**src/rtl/dhcpos_pkg.sv**
```systemverilog
// ----------------------------------------------------------------------------
// dhcpos_pkg
// Shared types and constants of the DHCP option search block: transfer
// payloads, the classified byte passed from front to back, option codes.
// ----------------------------------------------------------------------------
package dhcpos_pkg;

   // option codes with a fixed meaning
   localparam logic [7:0] CODE_PAD      = 8'd0;
   localparam logic [7:0] CODE_END      = 8'd255;
   localparam logic [7:0] CODE_OVERLOAD = 8'd52;

   // area codes
   localparam logic [1:0] AREA_OPTIONS = 2'd0;
   localparam logic [1:0] AREA_FILE    = 2'd1;
   localparam logic [1:0] AREA_SNAME   = 2'd2;
   localparam int         AREA_COUNT   = 3;

   // configuration register indexes and reset values
   localparam logic       CSR_TARGET_CODE   = 1'b0;
   localparam logic       CSR_MIN_SIZE      = 1'b1;
   localparam logic [7:0] TARGET_CODE_RESET = 8'd53;
   localparam logic [7:0] MIN_SIZE_RESET    = 8'd1;

   // byte position counter, saturating
   localparam int         POS_W   = 9;
   localparam logic [8:0] POS_MAX = 9'd511;

   // front to back queue
   localparam int QUEUE_DEPTH = 4;
   localparam int QUEUE_PTR_W = 2;
   localparam int QUEUE_CNT_W = 3;

   typedef struct packed {
      logic [1:0] mode;
      logic [7:0] data_byte;
      logic       last;
   } req_type;

   typedef struct packed {
      logic       found;
      logic [1:0] area;
      logic [8:0] tag_position;
      logic [7:0] value_length;
   } rsp_type;

   // byte with its classification flags
   typedef struct packed {
      logic [1:0] mode;
      logic [7:0] data_byte;
      logic       last;
      logic       is_pad;
      logic       is_end;
      logic       is_target;
      logic       is_overload;
      logic       len_ok;
   } item_type;

   // queue head as seen by the back end
   typedef struct packed {
      logic     valid;
      item_type item;
   } qhead_type;

endpackage

```
**src/rtl/dhcp_option_search.sv**
```systemverilog
// ----------------------------------------------------------------------------
// dhcp_option_search
// Walks the options, file and sname areas of a DHCP message streamed one
// byte per transfer and reports the first acceptable target option, with
// the overload option deciding which extra areas count.
//
//  channel  | ports                          | dir | payload
//  ---------+--------------------------------+-----+--------------------------
//  request  | req_valid, req_stall, req_data | in  | mode, data_byte, last
//  response | rsp_valid, rsp_stall, rsp_data | out | found, area, position, len
//  csr      | csr_write, csr_index, csr_wdata| in  | target_code, min_size
//
// One byte is taken every cycle while the queue has room (req_stall is
// high while it is full). A final byte is first written into the queue;
// the walkers then pop it from the queue head and register the result in
// the output register. Reset is synchronous and needs no clearing pass.
// A four-entry queue lets the request side run while a result is stalled.
// ----------------------------------------------------------------------------
module dhcp_option_search #(
   parameter int OPTIONS_BYTES = 312,
   parameter int FILE_BYTES    = 128,
   parameter int SNAME_BYTES   = 64
) (
   input  logic                clock,
   input  logic                reset,
   input  logic                req_valid,
   output logic                req_stall,
   input  dhcpos_pkg::req_type req_data,
   output logic                rsp_valid,
   input  logic                rsp_stall,
   output dhcpos_pkg::rsp_type rsp_data,
   input  logic                csr_write,
   input  logic                csr_index,
   input  logic [7:0]          csr_wdata
);
   import dhcpos_pkg::*;

   qhead_type q_head;
   logic      q_pop;

   // classify and queue
   dhcpos_front u_front (
      .clock     (clock),
      .reset     (reset),
      .req_valid (req_valid),
      .req_stall (req_stall),
      .req_data  (req_data),
      .csr_write (csr_write),
      .csr_index (csr_index),
      .csr_wdata (csr_wdata),
      .q_head    (q_head),
      .q_pop     (q_pop)
   );

   // walkers and result
   dhcpos_back #(
      .OPTIONS_BYTES (OPTIONS_BYTES),
      .FILE_BYTES    (FILE_BYTES),
      .SNAME_BYTES   (SNAME_BYTES)
   ) u_back (
      .clock     (clock),
      .reset     (reset),
      .q_head    (q_head),
      .q_pop     (q_pop),
      .rsp_valid (rsp_valid),
      .rsp_stall (rsp_stall),
      .rsp_data  (rsp_data)
   );

endmodule

```
**src/rtl/dhcpos_front.sv**
```systemverilog
// ----------------------------------------------------------------------------
// dhcpos_front
// Holds the configuration registers, classifies each accepted byte against
// the option codes and the search settings, and queues it for the back end.
// ----------------------------------------------------------------------------
module dhcpos_front (
   input  logic                 clock,
   input  logic                 reset,
   input  logic                 req_valid,
   output logic                 req_stall,
   input  dhcpos_pkg::req_type  req_data,
   input  logic                 csr_write,
   input  logic                 csr_index,
   input  logic [7:0]           csr_wdata,
   output dhcpos_pkg::qhead_type q_head,
   input  logic                 q_pop
);
   import dhcpos_pkg::*;

   localparam logic [QUEUE_CNT_W-1:0] DEPTH = QUEUE_CNT_W'(QUEUE_DEPTH);

   logic [7:0]             target_ff;
   logic [7:0]             min_size_ff;
   item_type               mem_ff [QUEUE_DEPTH];
   logic [QUEUE_PTR_W-1:0] wr_ptr_ff;
   logic [QUEUE_PTR_W-1:0] rd_ptr_ff;
   logic [QUEUE_CNT_W-1:0] count_ff;
   logic [QUEUE_CNT_W-1:0] count_in;
   item_type               cls;
   logic                   push;

   // configuration registers
   always_ff @(posedge clock) begin
      if (reset) begin
         target_ff   <= TARGET_CODE_RESET;
         min_size_ff <= MIN_SIZE_RESET;
      end else if (csr_write) begin
         unique case (csr_index)
            CSR_TARGET_CODE: target_ff   <= csr_wdata;
            CSR_MIN_SIZE:    min_size_ff <= csr_wdata;
            default:         ;
         endcase
      end
   end

   // classify the incoming byte
   always_comb begin
      cls.mode        = req_data.mode;
      cls.data_byte   = req_data.data_byte;
      cls.last        = req_data.last;
      cls.is_pad      = (req_data.data_byte == CODE_PAD);
      cls.is_end      = (req_data.data_byte == CODE_END);
      cls.is_target   = (req_data.data_byte == target_ff);
      cls.is_overload = (req_data.data_byte == CODE_OVERLOAD);
      cls.len_ok      = (req_data.data_byte >= min_size_ff);
   end

   // queue control
   assign req_stall = (count_ff == DEPTH);
   assign push      = req_valid && !req_stall;

   always_comb begin
      count_in = count_ff;
      if (push && !q_pop) begin
         count_in = count_ff + 1'b1;
      end else if (!push && q_pop) begin
         count_in = count_ff - 1'b1;
      end
   end

   always_ff @(posedge clock) begin
      if (reset) begin
         wr_ptr_ff <= '0;
         rd_ptr_ff <= '0;
         count_ff  <= '0;
      end else begin
         count_ff <= count_in;
         if (push) begin
            wr_ptr_ff <= wr_ptr_ff + 1'b1;
         end
         if (q_pop) begin
            rd_ptr_ff <= rd_ptr_ff + 1'b1;
         end
      end
   end

   // queue storage
   always_ff @(posedge clock) begin
      if (push) begin
         mem_ff[wr_ptr_ff] <= cls;
      end
   end

   assign q_head.valid = (count_ff != '0);
   assign q_head.item  = mem_ff[rd_ptr_ff];

   // queue checks
   a_count_bound: assert property (@(posedge clock) disable iff (reset)
      count_ff <= DEPTH)
      else $error("queue count above depth");

   a_empty_ptrs: assert property (@(posedge clock) disable iff (reset)
      (count_ff == '0) |-> (wr_ptr_ff == rd_ptr_ff))
      else $error("empty queue with unequal pointers");

   a_full_ptrs: assert property (@(posedge clock) disable iff (reset)
      (count_ff == DEPTH) |-> (wr_ptr_ff == rd_ptr_ff))
      else $error("full queue with unequal pointers");

endmodule

```
**src/rtl/dhcpos_back.sv**
```systemverilog
// ----------------------------------------------------------------------------
// dhcpos_back
// Three option walkers, one per area, advanced by the queued bytes. On the
// final byte the match is chosen with the overload rules and placed in the
// output register; walker phases, positions, hit flags and the overload flag then clear.
// ----------------------------------------------------------------------------
module dhcpos_back #(
   parameter int OPTIONS_BYTES = 312,
   parameter int FILE_BYTES    = 128,
   parameter int SNAME_BYTES   = 64
) (
   input  logic                  clock,
   input  logic                  reset,
   input  dhcpos_pkg::qhead_type q_head,
   output logic                  q_pop,
   output logic                  rsp_valid,
   input  logic                  rsp_stall,
   output dhcpos_pkg::rsp_type   rsp_data
);
   import dhcpos_pkg::*;

   typedef enum logic [1:0] {PH_TAG, PH_LEN, PH_SKIP, PH_STOP} phase_type;

   item_type   it;
   logic       clear;

   // per-area walker state
   phase_type  phase_ff       [AREA_COUNT];
   phase_type  phase_in       [AREA_COUNT];
   logic [8:0] count_ff       [AREA_COUNT];
   logic [8:0] count_in       [AREA_COUNT];
   logic [7:0] skip_ff        [AREA_COUNT];
   logic [7:0] skip_in        [AREA_COUNT];
   logic       pend_match_ff  [AREA_COUNT];
   logic       pend_match_in  [AREA_COUNT];
   logic       pend_ovl_ff    [AREA_COUNT];
   logic       pend_ovl_in    [AREA_COUNT];
   logic [8:0] pend_off_ff    [AREA_COUNT];
   logic [8:0] pend_off_in    [AREA_COUNT];
   logic       hit_seen_ff    [AREA_COUNT];
   logic       hit_seen_in    [AREA_COUNT];
   logic [8:0] hit_off_ff     [AREA_COUNT];
   logic [8:0] hit_off_in     [AREA_COUNT];
   logic [7:0] hit_len_ff     [AREA_COUNT];
   logic [7:0] hit_len_in     [AREA_COUNT];

   // overload option, options area only
   logic       ovl_seen_ff;
   logic       ovl_seen_in;
   logic [1:0] ovl_bits_ff;
   logic [1:0] ovl_bits_in;
   logic       ovl_take;

   logic       rsp_valid_ff;
   logic       rsp_valid_in;
   rsp_type    rsp_data_ff;
   rsp_type    rsp_data_in;

   assign it    = q_head.item;
   // a final byte needs a free output register
   assign q_pop = q_head.valid && !(it.last && rsp_valid_ff && rsp_stall);
   assign clear = q_pop && it.last;

   for (genvar g = 0; g < AREA_COUNT; g++) begin : g_lane
      localparam int LIM_I = (g == 0) ? OPTIONS_BYTES :
                             (g == 1) ? FILE_BYTES : SNAME_BYTES;
      localparam logic [9:0] LIM = 10'(LIM_I);

      logic       act;
      logic [9:0] pos;

      assign act = q_pop && (it.mode == 2'(g));
      assign pos = {1'b0, count_ff[g]};

      // tag-length-value walk of one byte
      always_comb begin
         phase_type ph;
         ph               = phase_ff[g];
         count_in[g]      = count_ff[g];
         skip_in[g]       = skip_ff[g];
         pend_match_in[g] = pend_match_ff[g];
         pend_ovl_in[g]   = pend_ovl_ff[g];
         pend_off_in[g]   = pend_off_ff[g];
         hit_seen_in[g]   = hit_seen_ff[g];
         hit_off_in[g]    = hit_off_ff[g];
         hit_len_in[g]    = hit_len_ff[g];
         if (act) begin
            if (ph != PH_STOP && pos >= LIM) begin
               ph = PH_STOP;
            end
            unique case (ph)
               PH_TAG: begin
                  if (it.is_end) begin
                     ph = PH_STOP;
                  end else if (!it.is_pad) begin
                     if (pos + 10'd2 >= LIM) begin
                        ph = PH_STOP;
                     end else begin
                        pend_match_in[g] = it.is_target;
                        pend_ovl_in[g]   = it.is_overload;
                        pend_off_in[g]   = count_ff[g];
                        ph               = PH_LEN;
                     end
                  end
               end
               PH_LEN: begin
                  if ({1'b0, pend_off_ff[g]} + 10'd2 + {2'b00, it.data_byte} >= LIM) begin
                     ph = PH_STOP;
                  end else if (pend_match_ff[g] && it.len_ok) begin
                     hit_seen_in[g] = 1'b1;
                     hit_off_in[g]  = pend_off_ff[g];
                     hit_len_in[g]  = it.data_byte;
                     ph             = PH_STOP;
                  end else if (it.is_pad) begin
                     ph = PH_TAG;
                  end else begin
                     skip_in[g] = it.data_byte;
                     ph         = PH_SKIP;
                  end
               end
               PH_SKIP: begin
                  skip_in[g] = skip_ff[g] - 8'd1;
                  if (skip_ff[g] == 8'd1) begin
                     ph = PH_TAG;
                  end
               end
               PH_STOP: ;
               default: ;
            endcase
            if (pos + 10'd1 >= LIM) begin
               ph = PH_STOP;
            end
            if (count_ff[g] != POS_MAX) begin
               count_in[g] = count_ff[g] + 9'd1;
            end
         end
         phase_in[g] = ph;
      end

      // first value byte of the overload option
      if (g == 0) begin : g_ovl
         assign ovl_take = act && phase_ff[g] == PH_SKIP && pos < LIM
                           && pend_ovl_ff[g] && !ovl_seen_ff
                           && pos == {1'b0, pend_off_ff[g]} + 10'd2;
      end

      // walker registers
      always_ff @(posedge clock) begin
         if (reset || clear) begin
            phase_ff[g]    <= PH_TAG;
            count_ff[g]    <= '0;
            hit_seen_ff[g] <= 1'b0;
         end else begin
            phase_ff[g]    <= phase_in[g];
            count_ff[g]    <= count_in[g];
            hit_seen_ff[g] <= hit_seen_in[g];
         end
         skip_ff[g]       <= skip_in[g];
         pend_match_ff[g] <= pend_match_in[g];
         pend_ovl_ff[g]   <= pend_ovl_in[g];
         pend_off_ff[g]   <= pend_off_in[g];
         hit_off_ff[g]    <= hit_off_in[g];
         hit_len_ff[g]    <= hit_len_in[g];
      end
   end

   assign ovl_seen_in = ovl_seen_ff || ovl_take;
   assign ovl_bits_in = ovl_take ? it.data_byte[1:0] : ovl_bits_ff;

   always_ff @(posedge clock) begin
      if (reset || clear) begin
         ovl_seen_ff <= 1'b0;
      end else begin
         ovl_seen_ff <= ovl_seen_in;
      end
      ovl_bits_ff <= ovl_bits_in;
   end

   // choose the reported match
   always_comb begin
      rsp_data_in = '0;
      if (hit_seen_in[0]) begin
         rsp_data_in.found        = 1'b1;
         rsp_data_in.area         = AREA_OPTIONS;
         rsp_data_in.tag_position = hit_off_in[0];
         rsp_data_in.value_length = hit_len_in[0];
      end else if (ovl_seen_in && ovl_bits_in[0] && hit_seen_in[1]) begin
         rsp_data_in.found        = 1'b1;
         rsp_data_in.area         = AREA_FILE;
         rsp_data_in.tag_position = hit_off_in[1];
         rsp_data_in.value_length = hit_len_in[1];
      end else if (ovl_seen_in && ovl_bits_in[1] && hit_seen_in[2]) begin
         rsp_data_in.found        = 1'b1;
         rsp_data_in.area         = AREA_SNAME;
         rsp_data_in.tag_position = hit_off_in[2];
         rsp_data_in.value_length = hit_len_in[2];
      end
   end

   // output register
   always_comb begin
      rsp_valid_in = rsp_valid_ff && rsp_stall;
      if (clear) begin
         rsp_valid_in = 1'b1;
      end
   end

   always_ff @(posedge clock) begin
      if (reset) begin
         rsp_valid_ff <= 1'b0;
      end else begin
         rsp_valid_ff <= rsp_valid_in;
      end
      if (clear) begin
         rsp_data_ff <= rsp_data_in;
      end
   end

   assign rsp_valid = rsp_valid_ff;
   assign rsp_data  = rsp_data_ff;

   // result and clearing checks
   a_last_gives_result: assert property (@(posedge clock) disable iff (reset)
      clear |=> rsp_valid_ff)
      else $error("final byte gave no result");

   a_no_match_zero: assert property (@(posedge clock) disable iff (reset)
      (rsp_valid_ff && !rsp_data_ff.found) |->
         (rsp_data_ff.area == '0 && rsp_data_ff.tag_position == '0
          && rsp_data_ff.value_length == '0))
      else $error("empty result carries non-zero fields");

   a_clear_walkers: assert property (@(posedge clock) disable iff (reset)
      clear |=> (count_ff[0] == '0 && count_ff[1] == '0 && count_ff[2] == '0
                 && !ovl_seen_ff && phase_ff[0] == PH_TAG))
      else $error("walkers not cleared after final byte");

endmodule

```
**config.mk**
```make
export PLATFORM = sky130hd
export DESIGN_NAME = dhcp_option_search
export DESIGN_NICKNAME = d
export VERILOG_FILES = /design/src/rtl/dhcpos_pkg.sv /design/src/rtl/dhcp_option_search.sv /design/src/rtl/dhcpos_front.sv /design/src/rtl/dhcpos_back.sv
export SDC_FILE = /design/constraint.sdc
export NUM_CORES = 1
export LEC_CHECK = 0
export ABC_CLOCK_PERIOD_IN_PS = 4510
export BUFFER_PORTS_ARGS = -buffer_cell sky130_fd_sc_hd__buf_2
export CELL_PAD_IN_SITES_DETAIL_PLACEMENT = 1
export CELL_PAD_IN_SITES_GLOBAL_PLACEMENT = 2
export CORE_ASPECT_RATIO = 1.25
export CORE_MARGIN = 10
export CORE_UTILIZATION = 38
export DETAILED_ROUTE_END_ITERATION = 16
export GPL_ROUTABILITY_DRIVEN = 1
export GPL_TIMING_DRIVEN = 0
export HOLD_SLACK_MARGIN = 0.15
export PLACE_DENSITY_LB_ADDON = 0.2
export REMOVE_ABC_BUFFERS = 1
export SYNTH_ARGS = -nofsm -noshare
export SYNTH_HDL_FRONTEND = slang
export SYNTH_SLANG_ARGS = --single-unit
```
**constraint.sdc**
```tcl
create_clock -name clock -period 4.51 [get_ports clock]
set_input_delay 0.902 -clock clock [delete_from_list [all_inputs] [get_ports clock]]
set_output_delay 0.902 -clock clock [all_outputs]
set_load 0.1 [all_outputs]
```
==> qor.csv <==
stage,metric,value,unit
pwr,Leak,5.775,nW
outcome,run status,finished clean,
clock_network,Clock Latency Late Sink,550,ps
placed_design,gpl congestion,0.7767,
clock_network,CTS Buffer Depth,3,
timing,RSZ-0062 raised after global routing,no,
global_routing,vias in the first global route,8999,
clock_network,CTS H-tree lvls,1,
placed_design,Post-Place Worst Slack,-2083,ps
synthesis,syn_area_per_cell,10.87,um2
clock_network,Sinks on Clock Net,255,
timing,Setup TNS,0,ps
finish,Synth-to-Final Area Change,16.41,%
global_routing,global-route wire length before repair,50.03,mm
synthesis,post-synthesis async set-or-reset flop share,0,%
clock_network,CTS tree,built,
placed_design,Inst Count DP,1564,
global_routing,largest net degree at the start of global routing,41,
critical_path,crit start category,flip-flop,
critical_path,CP max FO,17,
synthesis,synth warn,0,
synthesis,area share of the largest cell type after synthesis,33.48,%
route,Pre-Repair DR Iteration Count,4,
synthesis,"Seq/Total Area, Yosys",52.11,%
timing,period utilization,96.09,%
critical_path,reg2reg setup slack,180,ps
timing,fin crit period,4334,ps
synthesis,"FF+latch count, synth",255,
finish,Inserted Diodes,0,
finish,Post-Route Utilization,44.66,%
pwr,Tot Pwr,0.008309,W
finish,nets@finish,1324,
placed_design,PortBufs,46,
run,max cap viols,0,
timing,Final Max Slew Viols,0,
placed_design,hpwl dp,21.90,mm
global_routing,initial antenna violation count,1,
pwr,Worst VDD drop,0.0004462,V
global_routing,gr ovfl total,0,
clock_network,"Reg clk slew, reported paths",60,ps
timing,clk_skew,10.36,ps
synthesis,Synth Flop Type,edfxtp_1,
floorplanning,die footprint,0.04050,mm2
clock_network,Post-CTS Hold Buffers,0,
synthesis,Post-synth EDFFs,139,
timing,final setup violating endpoints,0,
finish,fin cells,1664,
route,post-route ant nets,0,
pwr,PD cells,572.5,mW/mm2
timing,Max transition margin,24.85,%
floorplanning,Starting Density,38.36,%
route,DRT iter0 DRCs,314,
timing,worst slew pin tran,1123,ps
route,Vias per Instance,5.204,
finish,layout cell share with drive strength beyond 1,17.34,%
synthesis,Area contributors post-synth,"edfxtp_1 (33%), dfxtp_1 (19%), ha_1 (7.1%)",
critical_path,Worst Setup Path Type,flip-flop to flip-flop,
critical_path,crit path DAT,4610,ps
floorplanning,Ports,47,
route,via count,8660,
synthesis,"top cells by count, synth","nand2_1 (156), edfxtp_1 (139), dfxtp_1 (116)",
timing,Final WS setup,176.4,ps
synthesis,cell taking the most area after synthesis,edfxtp_1,
timing,Fmax,230.8,MHz
clock_network,clk root buf,clkbuf_16,
synthesis,Syn Std Cell Area,0.01247,mm2
critical_path,CP required,4780,ps
critical_path,CP endpoint kind,flip-flop,
synthesis,top-count cell post-synth,nand2_1,
clock_network,TritonCTS Buffers,28,
synthesis,Synth Instances,1147,
route,Avg WL per Cell,19.17,um
route,final wirelength,31.91,mm
route,DRC,0,
worst_hold_path,worst hold path type,flip-flop to flip-flop,
floorplanning,die height,222.5,um
timing,Final Hold Vio Count,0,
global_routing,Tot GR Track Use,15.37,%
synthesis,synth unique cells,68,
floorplanning,row count,74,
floorplanning,Core ar.,0.03250,mm2
floorplanning,chip width,182.0,um
worst_hold_path,hold_sp,u_back.hit_len_ff[0][4]$_DFF_P_,
-- worst paths after layout --
path,to,cells past startpoint
max,u_back.rsp_data[19]$_SDFFCE_PP1P_,11
min,u_back.hit_len_ff[0][4]$_DFF_P_,2
max reg2reg,u_back.rsp_data[19]$_SDFFCE_PP1P_,11
min reg2reg,u_back.hit_len_ff[0][4]$_DFF_P_,2
-- final cells by class --
class,count,area (um2)
clock buffers,36,762.0
clock inverters,16,153.9
fillers,3550,17990
inverters,64,244.0
multi-input cells,777,5629
flip-flops and latches,255,6504
well taps,418,523.0
repair buffers,98,696.9
-- sequential cells by signal, summed over array words and instances (netlist names), named ones only --
register              count
u_back.phase_ff           6
u_back.ovl_bits_ff        2
u_back.pend_ovl_ff        1
u_back.count_ff          27
u_back.rsp_data          20
u_front.mem_ff           64
u_front.wr_ptr_ff         2
u_back.pend_off_ff       27
u_back.hit_seen_ff        3
u_front.rd_ptr_ff         2
u_back.skip_ff           24
u_back.pend_match_ff      3
u_back.ovl_seen_ff        1
u_back.hit_len_ff        24
u_back.rsp_valid          1
u_front.target_ff         8
u_back.hit_off_ff        27
u_front.count_ff          3
u_front.min_size_ff       8
-- per-stage QoR --
stage | cell area, um2 | hold WS [ps]
after floorplan | 12240 | 413.8
after global placement | 12990 | 423.0
after detailed placement | 13070 | 432.4
after CTS | 14160 | 440.7
after global routing | 14510 | 466.0
final | 14510 | 441.7
-- power by group --
| part | switching, W | internal [W] | total [W] |
|---|---|---|---|
| Sequential | 0.000211 | 0.00285 | 0.00307 |
| Combinational | 0.00196 | 0.00100 | 0.00296 |
| Clock | 0.000920 | 0.00136 | 0.00228 |
| Total | 0.00310 | 0.00521 | 0.00831 |
-- cell usage in the layout, fill, tap and decap left out, drive strengths merged, types with 35 or more instances in the layout --
cell type  instances
inv               63
ha                71
nor2              98
xnor2             35
edfxtp           139
nand2            156
buf               97
o21ai             42
dfxtp            116
clkbuf            37
a21oi             45
-- worst max-delay path: stages (launching register included) --
cell and delay (ps):
dfxtp_4 440, mux4_2 580, buf_12 160, ha_2 180, fa_1 360, a211o_1 350, o21ai_0 130, xor2_1 90
o311a_1 420, or3_1 370, and4b_2 380, or4_1 590
-- timing repair --
item	CTS	global route
setup endpoints to repair	103	27
endpoints found under the hold margin	0	0
gates resized for setup	15	14
gates cloned	1	1
buffers inserted	16	29
pin swaps	3	3
-- metal layers --
layer  share of wire (%)  GRT usage [%]  up-vias
met4                 2.4          4.809        0
met3                 3.4          2.293       44
met5                   0              0        -
met1                  43          18.53     4257
met2                  51          27.40      103
li1                    -              -     4256
-- logic make-up (layout without fill, tap and decap cells) --
kind of cell    Yosys count  after routing  synth area share (%)
simple gates            405            406                 15.61
xor+xnor                 68             68                 4.777
compound gates          169            169                 9.494
mux                      59             59                 6.483
flops                   255            255                 52.11
fa+ha+maj                75             75                 7.768
buf+inv                 116            214                 3.764
(Power assumes the default switching activity.)
